[src/hdl/toroidal_grid_wavefront_step_top_defines.svh]
// Assertion macros shared by the wavefront step block.
`ifndef TOROIDAL_GRID_WAVEFRONT_STEP_TOP_DEFINES_SVH
`define TOROIDAL_GRID_WAVEFRONT_STEP_TOP_DEFINES_SVH

`ifndef NO_ASSERTIONS

// Clocked check, masked while reset is active.
`define TWF_ASSERT(name, clk, rst_n, prop) \
  name: assert property (@(posedge clk) disable iff (!rst_n) prop) \
    else $error("twf assertion failed");

// Clocked check that also holds during reset.
`define TWF_ASSERT_ALWAYS(name, clk, prop) \
  name: assert property (@(posedge clk) prop) \
    else $error("twf assertion failed");

`else

`define TWF_ASSERT(name, clk, rst_n, prop)
`define TWF_ASSERT_ALWAYS(name, clk, prop)

`endif

`endif

[src/hdl/twf_pkg.sv]
// Package of types and constants for the toroidal wavefront step block.
`default_nettype none

package twf_pkg;

  localparam int MAX_SIDE_LOG2 = 8;

  localparam logic [7:0] MARK_BIT  = 8'h20;
  localparam logic [7:0] MARK_CLR  = 8'hdf;

  localparam logic [3:0] RESET_LOG2 = 4'd8;
  localparam logic [3:0] MIN_HEIGHT_LOG2 = 4'd2;

  // register indexes on the configuration port
  localparam logic [3:0] CFG_WIDTH_LOG2  = 4'd0;
  localparam logic [3:0] CFG_HEIGHT_LOG2 = 4'd1;

  typedef enum logic [1:0] {
    OP_WRITE = 2'd0,
    OP_READ  = 2'd1,
    OP_STEP  = 2'd2,
    OP_NONE  = 2'd3
  } op_e;

  typedef struct packed {
    logic [1:0] operation;
    logic [7:0] cell_x;
    logic [7:0] cell_y;
    logic [7:0] cell_value;
    logic [7:0] seed_level;
    logic [7:0] paint_value;
  } in_item_t;

  typedef struct packed {
    logic [7:0] read_value;
    logic       done_res;
  } out_item_t;

  typedef struct packed {
    logic [3:0] reg_index;
    logic [3:0] wdata;
  } cfg_item_t;

  typedef enum logic [2:0] {
    ADDR_INPUT = 3'd0,
    ADDR_HERE  = 3'd1,
    ADDR_YP    = 3'd2,
    ADDR_YM    = 3'd3,
    ADDR_XP    = 3'd4,
    ADDR_XM    = 3'd5
  } addr_sel_e;

  typedef enum logic [1:0] {
    WD_INPUT = 2'd0,
    WD_MARK  = 2'd1,
    WD_CLEAR = 2'd2
  } wd_sel_e;

  typedef struct packed {
    addr_sel_e addr_sel;
    wd_sel_e   wd_sel;
    logic      re;
    logic      we;
    logic      we_if_hit;
    logic      load_args;
    logic      load_here;
    logic      hit_first;
    logic      hit_acc;
    logic      cnt_clear;
    logic      cnt_step;
    logic      out_load;
    logic      out_from_mem;
  } cmd_t;

  typedef struct packed {
    logic slot_free;
    logic last_cell;
  } status_t;

endpackage

`default_nettype wire

[src/hdl/twf_ctrl.sv]
// Sequencer for cell access and the two-pass wavefront step.
`default_nettype none

module twf_ctrl (
  input  wire logic             clk_i,
  input  wire logic             rst_ni,
  input  wire logic             in_valid_i,
  input  wire twf_pkg::op_e     op_i,
  input  wire twf_pkg::status_t status_i,
  output logic                  in_ready_o,
  output twf_pkg::cmd_t         cmd_o
);

  typedef enum logic [10:0] {
    ST_IDLE    = 11'b000_0000_0001,
    ST_RDOUT   = 11'b000_0000_0010,
    ST_P1_HERE = 11'b000_0000_0100,
    ST_P1_YP   = 11'b000_0000_1000,
    ST_P1_YM   = 11'b000_0001_0000,
    ST_P1_XP   = 11'b000_0010_0000,
    ST_P1_XM   = 11'b000_0100_0000,
    ST_P1_WR   = 11'b000_1000_0000,
    ST_P2_RD   = 11'b001_0000_0000,
    ST_P2_WR   = 11'b010_0000_0000,
    ST_FIN     = 11'b100_0000_0000
  } state_e;

  state_e st_q, st_d;

  always_ff @(posedge clk_i or negedge rst_ni) begin
    if (!rst_ni) begin
      st_q <= ST_IDLE;
    end else begin
      st_q <= st_d;
    end
  end

  always_comb begin
    st_d       = st_q;
    in_ready_o = 1'b0;
    cmd_o      = '0;
    cmd_o.addr_sel = twf_pkg::ADDR_HERE;
    cmd_o.wd_sel   = twf_pkg::WD_INPUT;
    case (st_q)
      ST_IDLE: begin
        in_ready_o = status_i.slot_free;
        if (in_valid_i && status_i.slot_free) begin
          case (op_i)
            twf_pkg::OP_WRITE: begin
              cmd_o.addr_sel = twf_pkg::ADDR_INPUT;
              cmd_o.we       = 1'b1;
              cmd_o.out_load = 1'b1;
            end
            twf_pkg::OP_READ: begin
              cmd_o.addr_sel = twf_pkg::ADDR_INPUT;
              cmd_o.re       = 1'b1;
              st_d           = ST_RDOUT;
            end
            twf_pkg::OP_STEP: begin
              cmd_o.load_args = 1'b1;
              cmd_o.cnt_clear = 1'b1;
              st_d            = ST_P1_HERE;
            end
            default: begin
              cmd_o.out_load = 1'b1;
            end
          endcase
        end
      end
      ST_RDOUT: begin
        if (status_i.slot_free) begin
          cmd_o.out_load     = 1'b1;
          cmd_o.out_from_mem = 1'b1;
          st_d               = ST_IDLE;
        end
      end
      ST_P1_HERE: begin
        cmd_o.re = 1'b1;
        st_d     = ST_P1_YP;
      end
      ST_P1_YP: begin
        cmd_o.load_here = 1'b1;
        cmd_o.addr_sel  = twf_pkg::ADDR_YP;
        cmd_o.re        = 1'b1;
        st_d            = ST_P1_YM;
      end
      ST_P1_YM: begin
        cmd_o.hit_first = 1'b1;
        cmd_o.addr_sel  = twf_pkg::ADDR_YM;
        cmd_o.re        = 1'b1;
        st_d            = ST_P1_XP;
      end
      ST_P1_XP: begin
        cmd_o.hit_acc  = 1'b1;
        cmd_o.addr_sel = twf_pkg::ADDR_XP;
        cmd_o.re       = 1'b1;
        st_d           = ST_P1_XM;
      end
      ST_P1_XM: begin
        cmd_o.hit_acc  = 1'b1;
        cmd_o.addr_sel = twf_pkg::ADDR_XM;
        cmd_o.re       = 1'b1;
        st_d           = ST_P1_WR;
      end
      ST_P1_WR: begin
        cmd_o.we_if_hit = 1'b1;
        cmd_o.wd_sel    = twf_pkg::WD_MARK;
        cmd_o.cnt_step  = 1'b1;
        st_d            = status_i.last_cell ? ST_P2_RD : ST_P1_HERE;
      end
      ST_P2_RD: begin
        cmd_o.re = 1'b1;
        st_d     = ST_P2_WR;
      end
      ST_P2_WR: begin
        cmd_o.we       = 1'b1;
        cmd_o.wd_sel   = twf_pkg::WD_CLEAR;
        cmd_o.cnt_step = 1'b1;
        st_d           = status_i.last_cell ? ST_FIN : ST_P2_RD;
      end
      ST_FIN: begin
        if (status_i.slot_free) begin
          cmd_o.out_load = 1'b1;
          st_d           = ST_IDLE;
        end
      end
      default: begin
        st_d = ST_IDLE;
      end
    endcase
  end

endmodule

`default_nettype wire

[config.mk]
export PLATFORM = sky130hd
export DESIGN_NAME = twf_ctrl
export DESIGN_NICKNAME = d
export VERILOG_FILES = /design/src/hdl/toroidal_grid_wavefront_step_top_defines.svh /design/src/hdl/twf_pkg.sv /design/src/hdl/twf_ctrl.sv
export SDC_FILE = /design/constraint.sdc
export NUM_CORES = 1
export LEC_CHECK = 0
export BUFFER_PORTS_ARGS = -buffer_cell sky130_fd_sc_hd__buf_2
export CORE_MARGIN = 1
export CORE_UTILIZATION = 35
export DETAILED_ROUTE_END_ITERATION = 6
export PLACE_DENSITY = 0.64
export SKIP_LAST_GASP = 1
export SYNTH_ARGS = -nofsm -noshare
export SYNTH_HDL_FRONTEND = slang
export SYNTH_SLANG_ARGS = --single-unit
[constraint.sdc]
create_clock -name clk_i -period 4.4 [get_ports clk_i]
set_clock_uncertainty 0.1 [all_clocks]
set_input_delay 0.44 -clock clk_i [delete_from_list [all_inputs] [get_ports clk_i]]
set_output_delay 0.44 -clock clk_i [all_outputs]
set_load 0.1 [all_outputs]
Yosys cells after proc, flatten, opt, wreduce, memory -nomap -nowiden
Cells that the tools add are included. W data, S select, Z words.

Output and inout bits: 17. Word-level logic and storage cells: 56. Bits of input ports: 7. Bits in registers: 11.

Reductions and logical operators: 9. Eq/ne operators: 16. Multiplexer cells: 30.

Operators by type and width (count): $pmux W11 S10 (1); $mux W11 (3); $pmux W11 S2 (1); $mux W1 (17); $pmux W3 S5 (1); $eq A11 B1 Y1 const B (1); $eq A11 B10 Y1 const B (1); $eq A11 B11 Y1 const B (1); $eq A11 B2 Y1 const B (1); $eq A11 B3 Y1 const B (1); $eq A11 B4 Y1 const B (1); $eq A11 B5 Y1 const B (1); $eq A11 B6 Y1 const B (1); $eq A11 B7 Y1 const B (1); $eq A11 B8 Y1 const B (1); $eq A11 B9 Y1 const B (1); $reduce_or A2 Y1 (5); $mux W9 (1); $reduce_or A6 Y1 (1); $mux W2 (2); $pmux W1 S2 (2); $pmux W2 S2 (1); $ne A3 B1 Y1 const B (1); $pmux W1 S3 (1); 7 further kinds (7).

Logic depth before layout (Yosys ltp)
Depth in word-level cells: 5. Depth in mapped cells: 7. Depth with buffers taken out: 6.

Worst setup path before layout
OpenSTA, ideal clock, no wires.

Path type: reg2out. Start point: register st_q[3]. End point: output cmd_o[10] (netlist name). Required time: 3.860 ns. Stages on the path, launching flop included: 6. Data arrival time: 5.197 ns. Buffers on the path: 1. Slack: -1.337 ns. Path through: dfrtp_1 > or4_1 > buf_2 > nor4_1 > a311o_1 > a311o_1.

RTL lines: from (decl) (line twf_ctrl.sv:28) `state_e st_q, st_d;`; from (signal assigned) (line twf_ctrl.sv:34) `st_q <= st_d;`; to (decl) (line twf_ctrl.sv:11) `output twf_pkg::cmd_t cmd_o`.

==> impl_metrics.toml <==
[logic_synthesis]
mappedNetlistArea_um2 = 866
synth_nets = 109
yosys.area.top_type = "dfrtp_1"
syn_avg_cell_area_um2 = 8.75
synthArstFlopShare = 1.00
synthCells = 99
yosysUniqueCellTypes = 40
synth_edf_count = 0
post-synth-top-area-fraction = 0.289
synth_seq_cells = 11
yosysWarnings = 0
synthTopCellsByCount = "dfrtp_1, nor2_1, nor3_1"
synth_seq_area_share = 0.319
synth_most_common_cell = "dfrtp_1"
synthTopCellsByArea = "dfrtp_1, nor3_1, ha_1"
ys.flop_type = "dfrtp_1"

[timing]
finalSetupTns_ps = 0
period_share = 0.737
setup_viol = 0
slew_headroom = 0.664
drv_slew = 0
fin_ws_ps = 1160
fmax_mhz = 308
rsz0062_at_grt = "no"
worst_pin_slew_ps = 499
whs_ps = 298
hold_violations = 0
final.min_clock_period_ps = 3240

[global_route]
grt_pass1_vias = 774
grt_start_max_net_pins = 12
grt.overflow.total = 0
track_usage = 0.180
grt_first_pass_wirelength_mm = 3.51
antenna_found_initial = 0

[die]
num_io_pins = 24
start_util = 0.380
die_width_um = 51.7
die_area_um2 = 2680
row_count = 17
core_um2 = 2280
chipHeight_um = 51.7

[routing]
vias = 853
top_layer = "met4"
dr_wl_met3_um = 135
drtPass1Iterations = 4
first_iter_violations = 18
ant_nets = 0
wl_met2_um = 936
post-route-drc-count = 0
routed_via_density = 5.76
wl_per_cell_um = 14.3
finalWirelength_mm = 2.11
met1_length_mm = 1.01

[finish]
final_util = 0.456
final_cells = 148
nFillCells = 222
antenna_cells = 0
finalInstanceArea_um2 = 1040
reg.largest.list = "st_q: 11 flops"
largest_reg_flops = 11
fin_nets = 131
area_delta_synth_final_pct = 19.8
max_flop_register = "st_q"
drive_gt1_frac = 0.350

[setup_path]
critPathMaxFanout = 11
slowest_delay_ps = 730
cp.arrival_ps = 2700
rr_endpoint = "st_q[1]$_DFFE_PN0P_"
critPathLaunchType = "flop"
cp.required_ps = 3860
end_kind = "output pin"
cp_slowest_cell = "or4_1"
crit_type = "flop to output pin"
r2r-start = "st_q[4]$_DFFE_PN0P_"
path_cells = "or4_1 > nor3_4 > nand3b_1 > a21boi_0 > buf_2"
regToRegSetupSlack_ps = 1840
rr_worst_depth = 5

[clock_network]
clk_path_buf_depth = 2
cts_sinks = 11
cts_root_buf = "clkbuf_4"
cts.repair.resized = 0
cts_inserted_buffers = 3
cts_tree = "done"
clk_pin_slew_worst_paths_ps = 70
worstSkewPairLatency_ps = 280
cts_htree_levels = 1

[place]
gp_congestion = 0.855
dp_hpwl_mm = 1.60
io_buffers = 23
pre_cts_ws_ps = 1490
post_dp_cell_area_um2 = 1000
placedCellCount = 143

[hold_path]
hold_depth = 3
hp-class = "input pin to flop"
hold_start = "status_i[0]"
hold_end = "st_q[8]$_DFFE_PN0P_"

[power]
ir_drop_uv = 323
powerDensity_nw_per_um2 = 506
leakagePower_nw = 0.511
total_power_uw = 525

[flow_run]
cap_violations = 0

[run_status]
status = "finished, final reports clean"
[power breakdown]
group / total [mW] / internal, mW / switching, mW
clock network: 0.0702 / 0.0338 / 0.0364
logic: 0.324 / 0.0931 / 0.231
registers: 0.131 / 0.115 / 0.0155
total: 0.525 / 0.242 / 0.282
[worst max-delay path by stage]
stage                                    from   endpoint  slack [ps]  cells past startpoint
after global placement    st_q[3]$_DFFE_PN0P_  cmd_o[13]        1490                      5
after CTS                 st_q[4]$_DFFE_PN0P_   cmd_o[1]        1170                      5
after global routing      st_q[4]$_DFFE_PN0P_   cmd_o[1]         990                      5
after detailed placement  st_q[4]$_DFFE_PN0P_  cmd_o[13]        1490                      6
after floorplan           st_q[3]$_DFFE_PN0P_  cmd_o[10]         -90                      5
final                     st_q[4]$_DFFE_PN0P_   cmd_o[1]        1160                      5
[routing by layer]
layer  global-route usage  up-vias
met4               0.0721        0
met5                    0        -
met2                0.264       34
met1                0.248      407
li1                     -      409
met3               0.0497        3
[placed cells by master, fill, tap and decap left out, types with 2 or more instances in the layout]
master / instances
buf_2: 23
nor3b_1: 3
or4b_2: 3
a311o_1: 2
clkbuf_4: 3
or3_1: 2
nor3_1: 8
nand2_1: 6
xnor2_1: 3
dfrtp_1: 10
a22o_1: 2
or4_1: 3
and3_1: 2
nor2_1: 9
o21ai_0: 4
nor4_2: 3
ha_1: 3
nand3b_1: 2
inv_1: 5
and2_1: 3
[cells by family after synthesis]
kind of cell	count (synthesis)	synth area share
simple gates	51	0.360
mux	1	0.0130
xor+xnor	4	0.0405
fa+ha+maj	3	0.0434
compound gates	17	0.162
flops	11	0.319
buf+inv	12	0.0621
[worst max-delay path: cells and delay by family, from the launching register on]
family | cells | cell delay (ps)
buffers and inverters | 1 | 450
flip-flops | 1 | 520
AO/OA/AOI/OAI | 1 | 190
AND/OR/NAND/NOR | 3 | 1270
[cell type report]
class	count	area [um2]	area share
clock inverters	1	5.00	0.00483
clock buffers	3	22.5	0.0217
well taps	28	35.0	0.0338
inverters	5	18.8	0.0181
flip-flops and latches	11	277	0.267
repair buffers	24	125	0.121
multi-input cells	76	554	0.534
[what timing repair did]
action	in CTS	in global routing
buffers inserted	0	0
hold buffers	1	0
endpoints found under the hold margin	10	0
No activity file was read; power rests on OpenSTA's default activity.
